<file path="config.mk">
export PLATFORM = sky130hd
export DESIGN_NAME = red_pixel_centroid_steering
export DESIGN_NICKNAME = d
export VERILOG_FILES = /design/src/hdl/rpcs_pkg.sv /design/src/hdl/red_pixel_centroid_steering.sv /design/src/hdl/rpcs_front.sv /design/src/hdl/rpcs_fifo.sv /design/src/hdl/rpcs_back.sv
export VERILOG_INCLUDE_DIRS = /design/src /design/src/hdl
export SDC_FILE = /design/constraint.sdc
export NUM_CORES = 1
export LEC_CHECK = 0
export ABC_AREA = 1
export BUFFER_PORTS_ARGS = -buffer_cell sky130_fd_sc_hd__clkbuf_2
export CAP_MARGIN = 20
export CORE_ASPECT_RATIO = 1.75
export CORE_MARGIN = 10
export CORE_UTILIZATION = 65
export CTS_CLUSTER_SIZE = 14
export DETAILED_ROUTE_END_ITERATION = 7
export PLACE_DENSITY = 0.79
export SLEW_MARGIN = 15
export SYNTH_ARGS = -nofsm -noshare
export SYNTH_HDL_FRONTEND = slang
export SYNTH_HIERARCHICAL = 1
export SYNTH_SLANG_ARGS = --single-unit
</file>
<file path="constraint.sdc">
create_clock -name clk -period 12.96 [get_ports clk]
set_input_delay 1.296 -clock clk [delete_from_list [all_inputs] [get_ports clk]]
set_output_delay 1.296 -clock clk [all_outputs]
set_load 0.005 [all_outputs]
</file>
<file path="src/hdl/red_pixel_centroid_steering_defines.svh">
// Assertion macros used by the RTL back end (rpcs_back). They expect clk and rst in scope.
`ifndef RED_PIXEL_CENTROID_STEERING_DEFINES_SVH
`define RED_PIXEL_CENTROID_STEERING_DEFINES_SVH

// Same-cycle implication, checked out of reset.
`define RPCS_ASSERT_IMP(lbl, ante, cons) \
  lbl: assert property (@(posedge clk) disable iff (rst) (ante) |-> (cons)) \
    else $error("rpcs assertion failed");

// Next-cycle implication, checked out of reset.
`define RPCS_ASSERT_NEXT(lbl, ante, cons) \
  lbl: assert property (@(posedge clk) disable iff (rst) (ante) |=> (cons)) \
    else $error("rpcs assertion failed");

`endif

</file>
<file path="src/hdl/rpcs_pkg.sv">
package rpcs_pkg;

  localparam int MARGIN_W      = 8;
  localparam int FRAME_WIDTH_W = 11;
  localparam int LIMIT_W       = 10;
  localparam int COORD_W       = 10;
  localparam int TALLY_W       = 21;
  localparam int SUM_W         = 30;
  localparam int DIR_W         = 2;
  localparam int CFG_INDEX_W   = 2;
  localparam int CFG_DATA_W    = 11;

  // Register indexes
  localparam logic [CFG_INDEX_W-1:0] REG_RED_MARGIN  = 2'd0;
  localparam logic [CFG_INDEX_W-1:0] REG_FRAME_WIDTH = 2'd1;
  localparam logic [CFG_INDEX_W-1:0] REG_LEFT_LIMIT  = 2'd2;
  localparam logic [CFG_INDEX_W-1:0] REG_RIGHT_LIMIT = 2'd3;

  // Steering codes
  localparam logic [DIR_W-1:0] DIR_NONE  = 2'd0;
  localparam logic [DIR_W-1:0] DIR_LEFT  = 2'd1;
  localparam logic [DIR_W-1:0] DIR_RIGHT = 2'd2;

  localparam logic [MARGIN_W-1:0]      RESET_RED_MARGIN  = 8'd51;
  localparam logic [FRAME_WIDTH_W-1:0] RESET_FRAME_WIDTH = 11'd640;
  localparam logic [LIMIT_W-1:0]       RESET_LEFT_LIMIT  = 10'd310;
  localparam logic [LIMIT_W-1:0]       RESET_RIGHT_LIMIT = 10'd311;

  typedef struct packed {
    logic [7:0] blue;
    logic [7:0] green;
    logic [7:0] red;
    logic       frame_end;
  } pixel_in_t;

  typedef struct packed {
    logic [COORD_W-1:0] centroid_x;
    logic [COORD_W-1:0] centroid_y;
    logic [TALLY_W-1:0] red_count;
    logic               found;
    logic [DIR_W-1:0]   direction;
  } result_t;

  // Classification that travels with each queued pixel
  typedef struct packed {
    logic is_red;
    logic last;
  } pix_tag_t;

endpackage

</file>
<file path="src/hdl/red_pixel_centroid_steering.sv">
// Flow: a frame-end beat passes the queue and accumulator, then the shift-subtract
// divide runs and the output load raises out_valid; an empty frame skips the divide.
// Throughput: one pixel per cycle in a frame while the queue has room; a frame end halts
// accumulation for the divide and any output stall, partly absorbed by the 4-entry queue.
// Reset (rst, synchronous): clears counters, sums, queue and output valid,
// and loads register defaults 51, 640, 310, 311.
module red_pixel_centroid_steering #(
  parameter int MAX_WIDTH  = 1024,
  parameter int MAX_HEIGHT = 1024
) (
  input  logic                              clk,
  input  logic                              rst,
  input  logic                              in_valid,
  output logic                              in_stall,
  input  rpcs_pkg::pixel_in_t               in_data,
  output logic                              out_valid,
  input  logic                              out_stall,
  output rpcs_pkg::result_t                 out_data,
  input  logic                              cfg_we,
  input  logic [rpcs_pkg::CFG_INDEX_W-1:0]  cfg_index,
  input  logic [rpcs_pkg::CFG_DATA_W-1:0]   cfg_data
);
  import rpcs_pkg::*;

  localparam int COL_W   = $clog2(MAX_WIDTH);
  localparam int ROW_W   = $clog2(MAX_HEIGHT);
  localparam int ENTRY_W = $bits(pix_tag_t) + COL_W + ROW_W;
  localparam int Q_DEPTH = 4;

  logic [MARGIN_W-1:0]      red_margin;
  logic [FRAME_WIDTH_W-1:0] frame_width;
  logic [LIMIT_W-1:0]       left_limit, right_limit;

  logic               q_push, q_full, q_pop, q_avail;
  pix_tag_t           f_tag, b_tag;
  logic [COL_W-1:0]   f_col, b_col;
  logic [ROW_W-1:0]   f_row, b_row;
  logic [ENTRY_W-1:0] q_wdata, q_rdata;

  always_ff @(posedge clk) begin
    if (rst) begin
      red_margin  <= RESET_RED_MARGIN;
      frame_width <= RESET_FRAME_WIDTH;
      left_limit  <= RESET_LEFT_LIMIT;
      right_limit <= RESET_RIGHT_LIMIT;
    end else if (cfg_we) begin
      case (cfg_index)
        REG_RED_MARGIN:  red_margin  <= cfg_data[MARGIN_W-1:0];
        REG_FRAME_WIDTH: frame_width <= cfg_data[FRAME_WIDTH_W-1:0];
        REG_LEFT_LIMIT:  left_limit  <= cfg_data[LIMIT_W-1:0];
        REG_RIGHT_LIMIT: right_limit <= cfg_data[LIMIT_W-1:0];
        default: ;
      endcase
    end
  end

  rpcs_front #(
    .MAX_WIDTH  (MAX_WIDTH),
    .MAX_HEIGHT (MAX_HEIGHT),
    .COL_W      (COL_W),
    .ROW_W      (ROW_W)
  ) u_front (
    .clk         (clk),
    .rst         (rst),
    .in_valid    (in_valid),
    .in_stall    (in_stall),
    .in_data     (in_data),
    .red_margin  (red_margin),
    .frame_width (frame_width),
    .q_push      (q_push),
    .q_full      (q_full),
    .q_tag       (f_tag),
    .q_col       (f_col),
    .q_row       (f_row)
  );

  assign q_wdata = {f_tag, f_col, f_row};
  assign {b_tag, b_col, b_row} = q_rdata;

  rpcs_fifo #(
    .DATA_W (ENTRY_W),
    .DEPTH  (Q_DEPTH)
  ) u_fifo (
    .clk       (clk),
    .rst       (rst),
    .push      (q_push),
    .push_data (q_wdata),
    .full      (q_full),
    .pop       (q_pop),
    .avail     (q_avail),
    .pop_data  (q_rdata)
  );

  rpcs_back #(
    .COL_W (COL_W),
    .ROW_W (ROW_W)
  ) u_back (
    .clk         (clk),
    .rst         (rst),
    .q_avail     (q_avail),
    .q_pop       (q_pop),
    .q_tag       (b_tag),
    .q_col       (b_col),
    .q_row       (b_row),
    .left_limit  (left_limit),
    .right_limit (right_limit),
    .out_valid   (out_valid),
    .out_stall   (out_stall),
    .out_data    (out_data)
  );

endmodule

</file>
<file path="src/hdl/rpcs_front.sv">
module rpcs_front #(
  parameter int MAX_WIDTH  = 1024,
  parameter int MAX_HEIGHT = 1024,
  parameter int COL_W      = $clog2(MAX_WIDTH),
  parameter int ROW_W      = $clog2(MAX_HEIGHT)
) (
  input  logic                                clk,
  input  logic                                rst,
  input  logic                                in_valid,
  output logic                                in_stall,
  input  rpcs_pkg::pixel_in_t                 in_data,
  input  logic [rpcs_pkg::MARGIN_W-1:0]       red_margin,
  input  logic [rpcs_pkg::FRAME_WIDTH_W-1:0]  frame_width,
  output logic                                q_push,
  input  logic                                q_full,
  output rpcs_pkg::pix_tag_t                  q_tag,
  output logic [COL_W-1:0]                    q_col,
  output logic [ROW_W-1:0]                    q_row
);
  import rpcs_pkg::*;

  localparam int CMP_W = ((COL_W + 1) > FRAME_WIDTH_W) ? (COL_W + 1) : FRAME_WIDTH_W;
  localparam int RCMP_W = ROW_W + 1;

  logic [COL_W-1:0]  column_index, column_index_next;
  logic [ROW_W-1:0]  row_index, row_index_next;
  logic [CMP_W-1:0]  fw_ext, width_eff, col_inc;
  logic [RCMP_W-1:0] row_inc;
  logic [MARGIN_W:0] g_lim, b_lim;

  assign in_stall = q_full;
  assign q_push   = in_valid && !q_full;

  assign g_lim = {1'b0, in_data.green} + {1'b0, red_margin};
  assign b_lim = {1'b0, in_data.blue} + {1'b0, red_margin};

  assign q_tag.is_red = ({1'b0, in_data.red} > g_lim) && ({1'b0, in_data.red} > b_lim);
  assign q_tag.last   = in_data.frame_end;
  assign q_col        = column_index;
  assign q_row        = row_index;

  // Clamp width into 1..MAX_WIDTH
  assign fw_ext = CMP_W'(frame_width);
  always_comb begin
    if (fw_ext == '0) begin
      width_eff = CMP_W'(1);
    end else if (fw_ext > CMP_W'(MAX_WIDTH)) begin
      width_eff = CMP_W'(MAX_WIDTH);
    end else begin
      width_eff = fw_ext;
    end
  end

  assign col_inc = CMP_W'(column_index) + CMP_W'(1);
  assign row_inc = RCMP_W'(row_index) + RCMP_W'(1);

  always_comb begin
    column_index_next = column_index;
    row_index_next    = row_index;
    if (in_data.frame_end) begin
      column_index_next = '0;
      row_index_next    = '0;
    end else if (col_inc >= width_eff) begin
      column_index_next = '0;
      row_index_next    = (row_inc >= RCMP_W'(MAX_HEIGHT)) ? '0 : row_inc[ROW_W-1:0];
    end else begin
      column_index_next = col_inc[COL_W-1:0];
    end
  end

  always_ff @(posedge clk) begin
    if (rst) begin
      column_index <= '0;
      row_index    <= '0;
    end else if (q_push) begin
      column_index <= column_index_next;
      row_index    <= row_index_next;
    end
  end

endmodule

</file>
<file path="src/hdl/rpcs_fifo.sv">
module rpcs_fifo #(
  parameter int DATA_W = 24,
  parameter int DEPTH  = 4
) (
  input  logic              clk,
  input  logic              rst,
  input  logic              push,
  input  logic [DATA_W-1:0] push_data,
  output logic              full,
  input  logic              pop,
  output logic              avail,
  output logic [DATA_W-1:0] pop_data
);
  localparam int PTR_W = $clog2(DEPTH);
  localparam int CNT_W = $clog2(DEPTH + 1);

  logic [DATA_W-1:0] mem [DEPTH];
  logic [PTR_W-1:0]  wr_ptr, rd_ptr;
  logic [CNT_W-1:0]  count;

  assign full     = (count == CNT_W'(DEPTH));
  assign avail    = (count != '0);
  assign pop_data = mem[rd_ptr];

  always_ff @(posedge clk) begin
    if (push) begin
      mem[wr_ptr] <= push_data;
    end
  end

  always_ff @(posedge clk) begin
    if (rst) begin
      wr_ptr <= '0;
      rd_ptr <= '0;
      count  <= '0;
    end else begin
      if (push) begin
        wr_ptr <= (wr_ptr == PTR_W'(DEPTH - 1)) ? '0 : wr_ptr + PTR_W'(1);
      end
      if (pop) begin
        rd_ptr <= (rd_ptr == PTR_W'(DEPTH - 1)) ? '0 : rd_ptr + PTR_W'(1);
      end
      case ({push, pop})
        2'b10:   count <= count + CNT_W'(1);
        2'b01:   count <= count - CNT_W'(1);
        default: count <= count;
      endcase
    end
  end

endmodule

</file>
<file path="src/hdl/rpcs_back.sv">
module rpcs_back #(
  parameter int COL_W = 10,
  parameter int ROW_W = 10
) (
  input  logic                          clk,
  input  logic                          rst,
  input  logic                          q_avail,
  output logic                          q_pop,
  input  rpcs_pkg::pix_tag_t            q_tag,
  input  logic [COL_W-1:0]              q_col,
  input  logic [ROW_W-1:0]              q_row,
  input  logic [rpcs_pkg::LIMIT_W-1:0]  left_limit,
  input  logic [rpcs_pkg::LIMIT_W-1:0]  right_limit,
  output logic                          out_valid,
  input  logic                          out_stall,
  output rpcs_pkg::result_t             out_data
);
  import rpcs_pkg::*;

  localparam int STEP_W = $clog2(SUM_W);

  typedef enum logic [1:0] {ACCUM, DIVIDE, DONE} state_t;

  state_t             state;
  logic [TALLY_W-1:0] pixel_tally, tally_upd;
  logic [SUM_W-1:0]   sum_columns, sum_rows, sumc_upd, sumr_upd;
  logic [SUM_W:0]     sumc_wide, sumr_wide;

  // Divider: quotient bits shift into the dividend registers
  logic [SUM_W-1:0]   dvd_x, dvd_y;
  logic [TALLY_W-1:0] rem_x, rem_y, divisor;
  logic [TALLY_W:0]   rsh_x, rsh_y;
  logic               ge_x, ge_y;
  logic [STEP_W-1:0]  step;

  logic [COORD_W-1:0] cx, cy;
  logic [DIR_W-1:0]   dir;
  logic               found, load_out;

  assign q_pop    = (state == ACCUM) && q_avail;
  assign load_out = (state == DONE) && (!out_valid || !out_stall);

  // Saturating accumulate of the popped pixel
  assign sumc_wide = {1'b0, sum_columns} + (SUM_W + 1)'(q_col);
  assign sumr_wide = {1'b0, sum_rows} + (SUM_W + 1)'(q_row);
  always_comb begin
    tally_upd = pixel_tally;
    sumc_upd  = sum_columns;
    sumr_upd  = sum_rows;
    if (q_tag.is_red) begin
      tally_upd = (&pixel_tally) ? pixel_tally : pixel_tally + TALLY_W'(1);
      sumc_upd  = sumc_wide[SUM_W] ? '1 : sumc_wide[SUM_W-1:0];
      sumr_upd  = sumr_wide[SUM_W] ? '1 : sumr_wide[SUM_W-1:0];
    end
  end

  // One restoring step per cycle for both coordinates
  assign rsh_x = {rem_x, dvd_x[SUM_W-1]};
  assign rsh_y = {rem_y, dvd_y[SUM_W-1]};
  assign ge_x  = rsh_x >= {1'b0, divisor};
  assign ge_y  = rsh_y >= {1'b0, divisor};

  // Saturate quotient and pick steering
  assign found = (divisor != '0);
  always_comb begin
    cx  = '0;
    cy  = '0;
    dir = DIR_NONE;
    if (found) begin
      cx = (|dvd_x[SUM_W-1:COORD_W]) ? '1 : dvd_x[COORD_W-1:0];
      cy = (|dvd_y[SUM_W-1:COORD_W]) ? '1 : dvd_y[COORD_W-1:0];
      if (cx != '0 && cy != '0) begin
        if (cx < left_limit) begin
          dir = DIR_LEFT;
        end else if (cx > right_limit) begin
          dir = DIR_RIGHT;
        end
      end
    end
  end

  always_ff @(posedge clk) begin
    if (rst) begin
      state       <= ACCUM;
      out_valid   <= 1'b0;
      pixel_tally <= '0;
      sum_columns <= '0;
      sum_rows    <= '0;
      step        <= '0;
    end else begin
      if (out_valid && !out_stall && !load_out) begin
        out_valid <= 1'b0;
      end
      case (state)
        ACCUM: begin
          if (q_pop) begin
            if (q_tag.last) begin
              dvd_x       <= sumc_upd;
              dvd_y       <= sumr_upd;
              divisor     <= tally_upd;
              rem_x       <= '0;
              rem_y       <= '0;
              step        <= '0;
              pixel_tally <= '0;
              sum_columns <= '0;
              sum_rows    <= '0;
              state       <= (tally_upd == '0) ? DONE : DIVIDE;
            end else begin
              pixel_tally <= tally_upd;
              sum_columns <= sumc_upd;
              sum_rows    <= sumr_upd;
            end
          end
        end
        DIVIDE: begin
          rem_x <= ge_x ? TALLY_W'(rsh_x - {1'b0, divisor}) : rsh_x[TALLY_W-1:0];
          rem_y <= ge_y ? TALLY_W'(rsh_y - {1'b0, divisor}) : rsh_y[TALLY_W-1:0];
          dvd_x <= {dvd_x[SUM_W-2:0], ge_x};
          dvd_y <= {dvd_y[SUM_W-2:0], ge_y};
          step  <= step + STEP_W'(1);
          if (step == STEP_W'(SUM_W - 1)) begin
            state <= DONE;
          end
        end
        DONE: begin
          if (load_out) begin
            out_valid           <= 1'b1;
            out_data.centroid_x <= cx;
            out_data.centroid_y <= cy;
            out_data.red_count  <= divisor;
            out_data.found      <= found;
            out_data.direction  <= dir;
            state               <= ACCUM;
          end
        end
        default: state <= ACCUM;
      endcase
    end
  end

`include "red_pixel_centroid_steering_defines.svh"

  `RPCS_ASSERT_IMP(a_no_pop_busy, state != ACCUM, !q_pop)
  `RPCS_ASSERT_IMP(a_step_bound, state == DIVIDE, step < STEP_W'(SUM_W))
  `RPCS_ASSERT_NEXT(a_load_shows, load_out, out_valid && state == ACCUM)
  `RPCS_ASSERT_IMP(a_empty_zero, out_valid && !out_data.found,
                   out_data.centroid_x == '0 && out_data.direction == DIR_NONE)

endmodule

</file>
# Word-level counts from Yosys, hierarchy flattened
# Memory sizes are Yosys's and may differ from the RTL's. A register that Yosys moved wholly into a read port is not among the register bits.
# Cells that the tools add are included.
[totals]
regBits = 322
mem_bits_rw = 88
output_inout_bits = 46
word_cells = 158
mem_count = 1
[op_classes]
addsub = 14
magnitude_cmp = 9
eq_ne = 15
n_mux = 51
bitwise = 3
reduce_logical = 39
[memory_table]
columns = ["memory", "depth", "width", "rd", "rd_clocked_by_memory_dff", "wr", "line_no", "source"]
rows = [
  ["u_fifo.mem", 4, 22, 1, 1, 1, "rpcs_fifo.sv:17", "logic [DATA_W-1:0] mem [DEPTH];"],
]
[op_table]
columns = ["op", "n"]
rows = [
  ["$mux W30", 10],
  ["$mux W21", 7],
  ["$pmux W30 S2", 2],
  ["$pmux W21 S2", 2],
  ["$mux W10", 7],
  ["$add A30 B10 Y31", 2],
  ["$ge A22 B21 Y1", 2],
  ["$sub A21 B21 Y21", 2],
  ["$reduce_or A20 Y1", 2],
  ["$add A10 B1 Y11 const B", 2],
  ["$mux W11", 2],
  ["$add A21 B1 Y21 const B", 1],
  ["$logic_not A21 Y1", 1],
  ["$reduce_and A21 Y1", 1],
  ["$reduce_bool A21 Y1", 1],
  ["$mux W2", 10],
  ["$reduce_bool A10 Y1", 2],
  ["$add A8 B8 Y9", 2],
  ["$gt A8 B9 Y1", 2],
  ["$reduce_and A2 Y1", 7],
  ["$eq A2 B2 Y1 const B", 6],
  ["$reduce_and A4 Y1", 3],
  ["$ge A11 B11 Y1", 1],
  ["$ge A11 B11 Y1 const B", 1],
  ["27 further kinds", 53],
]

# Longest topological paths before layout
[logic_depth]
ltp_word = 8
depth_mapped = 20
depth_no_buf = 18

# Modules after synthesis
# Netlist, hierarchy kept.
[by_module_without_submodules]
columns = ["module", "instances", "cells_per_inst", "area_each_um2", "seq_area_each_um2"]
rows = [
  ["rpcs_back", 1, 2104, 16318.2, 6796.5],
  ["rpcs_fifo", 1, 273, 3754.9, 2822.7],
  ["rpcs_front", 1, 394, 2576.2, 400.4],
  ["red_pixel_centroid_steering", 1, 225, 1572.8, 780.7],
]

# Worst setup path after synthesis
# No wires, ideal clock.
[synth_timing]
path_kind = "input-to-reg"
from = "input port rst"
to = "register u_back.dvd_x[0], enable pin"
setup_time_ns = 0.566
t_arrival_ns = 5.730
slack_ns = 6.664
cell_stages = 2
n_path_buf = 1
path_cell_list = "clkbuf_1 nor2_1"
[synth_between]
elab_chain_cells = 2
[synth_rtl]
columns = ["item", "line_no", "source"]
rows = [
  ["from (decl)", "red_pixel_centroid_steering.sv:12", "input logic rst,"],
  ["$not A1 Y1 (no line)", "--", ""],
  ["$reduce_and A4 Y1 (no line)", "--", ""],
  ["to (signal assigned)", "rpcs_back.sv:98", "dvd_x <= sumc_upd;"],
  ["to (signal assigned)", "rpcs_back.sv:118", "dvd_x <= {dvd_x[SUM_W-2:0], ge_x};"],
  ["to (decl)", "rpcs_back.sv:30", "logic [SUM_W-1:0] dvd_x, dvd_y;"],
]
# No other way between the ends.
# A chain may end at the register's enable or synchronous reset.

==> flow_summary.yaml <==
run_status:
  status: "finished, final reports clean"
worst_setup_path:
  worstPathRequired_ns: 13.25
  startpoint_type: "flip-flop"
  path_class: "flip-flop to flip-flop"
  reg2reg_to: "u_back/dvd_x[8]"
  r2r_cells: 17
  crit_path_max_fanout: 45
  crit_path_end_kind: "flip-flop"
  arrival_ns: 4.00
  r2r_slack_ns: 9.25
sta:
  slew_viol_final: 0
  rsz0062_at_grt: "no"
  worst_pin_slew_ns: 1.11
  finalCritPeriodShare: 0.286
  relSlewSlack: 0.257
  tns_ns: 0
  period_needed_ns: 3.71
  clock.fmax_ghz: 0.270
  setup_viol_count_final: 0
  fin_ws_ns: 9.25
  hold_viol: 0
  clock_skew_ns: 0.0171
pwr:
  clockPowerShare: 0.222
  p_seq_frac: 0.373
  power_switching_mw: 2.04
  p_leak_nw: 11.0
  ir_drop_uv: 236
  p_int_mw: 2.96
  comb_power_share: 0.405
  powerDensity_nw_per_um2: 191
  sw_frac_of_total: 0.407
global_routing:
  antenna_found_initial: 0
  grt_pass1_wl_um: 99000
  grt_use_total: 0.260
  grt_overflow: 0
  grt_pass1_vias: 20400
  grt_max_degree: 97
clock_tree:
  hold_buffers: 0
  cts_tree: "yes"
  postCtsSetupBuffers: 0
  cts_root_buffer: "clkbuf_16"
  clock_sinks: 412
  htreeDepth: 2
  worstSkewPairLatency_ns: 0.55
  clk_pin_slew_worst_paths_ns: 0.06
  clock_path_buffers: 3
  cts_repair_resize_count: 0
  cts_made_buffers: 39
place:
  io_buffers: 88
  gp_congestion: 0.982
  place_ws_ns: 9.09
  hpwl_um: 44800
synthesis:
  ys.flop_type: "edfxtp_1"
  synth_top_area_frac: 0.316
  yosysSeqAreaShare: 0.446
  synth_edf_count: 255
  yosys_warnings: 6
  synthSimpleGateAreaFrac: 0.258
  synth_top_family_by_area: "simple AND/OR/NAND/NOR gates"
  syn_nets: 3177
  synth_largest_area_cell: "edfxtp_1"
  synthMuxAreaShare: 0
  syn_area_um2: 24200
  synthAdderAreaFrac: 0.0735
  synthCells: 2996
  ys_ff_latch: 412
  syn_area_per_cell_um2: 8.08
  synth_area_leaders: "edfxtp_1 32%, dfxtp_1 13%, nand2_1 11%"
  async_reset_ff_frac: 0
  synth_xor_area_frac: 0.0300
  synth_compound_area_frac: 0.117
  ys_types: 59
detailed_routing:
  wl_um: 62400
  first_pass_iters: 7
  drt_iter0_drc: 1513
  num_vias: 20800
  drc: 0
  wl_per_cell_um: 17.6
  drtAntennaViolNets: 0
  viasPerCell: 5.86
floorplanning:
  core_area_um2: 36800
  ioPinCount: 89
  start_util: 0.659
  fp.dieH_um: 275
  die-area_um2: 45700
  die_width_um: 166
  rows: 93
flow_run:
  maxCapViolCount: 0
layout:
  final_nets: 3219
  antennaDiodeCount: 0
  areaGrowthSynthToFinish_pct: 7.91
  mostFrequentLayoutCells: "715 x nand2_1, 327 x inv_1, 256 x nor2_1, 255 x edfxtp_1, 246 x a21oi_1"
  layout-drive-gt1-share: 0.0987
  multi_input_comb_area_um2: 11600
  final_common_cell: "nand2_1"
  regArea_um2: 10800
  fillCellCount: 2980
worst_hold_path:
  worstHoldPathCells: 0
  min_to: "u_back/out_data[7]"
  hold_path.class: "flip-flop to flip-flop"
  min_from: "u_back/divisor[4]"
-- metal layers --
metal | part of all wire | global-route usage | vias up
met2 | 0.54 | 0.497 | 697
met3 | 0.043 | 0.0265 | 207
met5 | 0 | 0 | -
li1 | - | - | 10100
met4 | 0.064 | 0.174 | 0
met1 | 0.35 | 0.261 | 9737
-- cells in the mapped netlist, types with 44 or more instances --
master / instances
clkbuf_1: 47
dfxtp_1: 157
a21oi_1: 246
edfxtp_1: 255
inv_1: 328
nor2_1: 260
nand4_1: 64
nand2_1: 716
nor3_1: 44
ha_1: 131
nand3_1: 174
xor2_1: 47
o21ai_0: 151
-- worst max path at each step --
| stage | from | endpoint | slack [ns] |
|---|---|---|---|
| after detailed placement | in_data[17] | u_fifo/mem[1][21] | 9.09 |
| after global placement | in_data[17] | u_fifo/mem[0][21] | 9.14 |
| after floorplan | rst | u_back/dvd_x[0] | 6.66 |
| after global routing | flip-flop | u_back/dvd_x[8] | 9.01 |
| after CTS | flip-flop | u_back/dvd_x[7] | 9.25 |
| final | flip-flop | u_back/dvd_x[8] | 9.25 |
-- state kept, by name, summed over array words and instances, names as in the netlist, 3 cells and up, named ones only --
register	cells
u_back/step	5
u_front/q_row	10
u_back/out_data	44
frame_width	11
u_back/pixel_tally	21
u_fifo/mem	88
u_fifo/count	3
u_back/dvd_y	30
u_back/divisor	21
red_margin	8
u_back/sum_columns	30
right_limit	10
u_back/rem_x	21
left_limit	10
u_back/rem_y	21
u_back/dvd_x	30
u_back/sum_rows	30
u_front/q_col	10
-- final cells by class --
cell class | count | area share
repair buffers | 103 | 0.0220
clock buffers | 56 | 0.0418
inverters | 347 | 0.0501
multi-input cells | 2135 | 0.445
clock inverters | 16 | 0.00488
flip-flops and latches | 412 | 0.413
well taps | 475 | 0.0227
-- per-stage QoR --
step / hold slack (ns) / util / cells / area [um^2] / total power, mW
after global placement: 0.440 / 0.677 / 3471 / 24900 / 3.80
after detailed placement: 0.449 / 0.677 / 3471 / 24900 / 3.87
after floorplan: 0.426 / - / 2996 / 24200 / 3.38
after CTS: 0.467 / 0.710 / 3543 / 26100 / 4.99
after global routing: 0.478 / 0.711 / 3544 / 26100 / 5.31
final: 0.461 / 0.711 / 3544 / 26100 / 5.00
-- worst max-delay path, stage by stage (launching register included) --
cell and delay, ns:
dfxtp_1 0.31, buf_4 0.41, inv_8 0.19, o21ai_0 0.22, o22ai_1 0.10, ha_1 0.23, fa_1 0.40, nand3_1 0.11
nand3_2 0.11, a21oi_2 0.26, o21ai_4 0.09, nand2_2 0.09, nand2_4 0.09, nand4_1 0.09, nand2_1 0.20, or2_2 0.39
nand3_1 0.07, nand2_1 0.07
-- cells by family (layout without fill, tap and decap cells) --
logic type	count (synthesis)	in the layout
fa+ha+maj	138	138
buf+inv	449	522
flops	412	412
simple gates	1395	1395
xor+xnor	82	82
compound gates	520	520
-- power by group through the flow --
stage | Clock (mW) | Combinational, mW | Sequential [mW]
after floorplan | 0 | 1.53 | 1.85
after global placement | 0 | 1.93 | 1.87
after detailed placement | 0 | 1.99 | 1.88
after CTS | 1.13 | 2.01 | 1.86
after global routing | 1.19 | 2.25 | 1.88
final | 1.11 | 2.02 | 1.86
No activity file was read; power rests on OpenSTA's default activity.
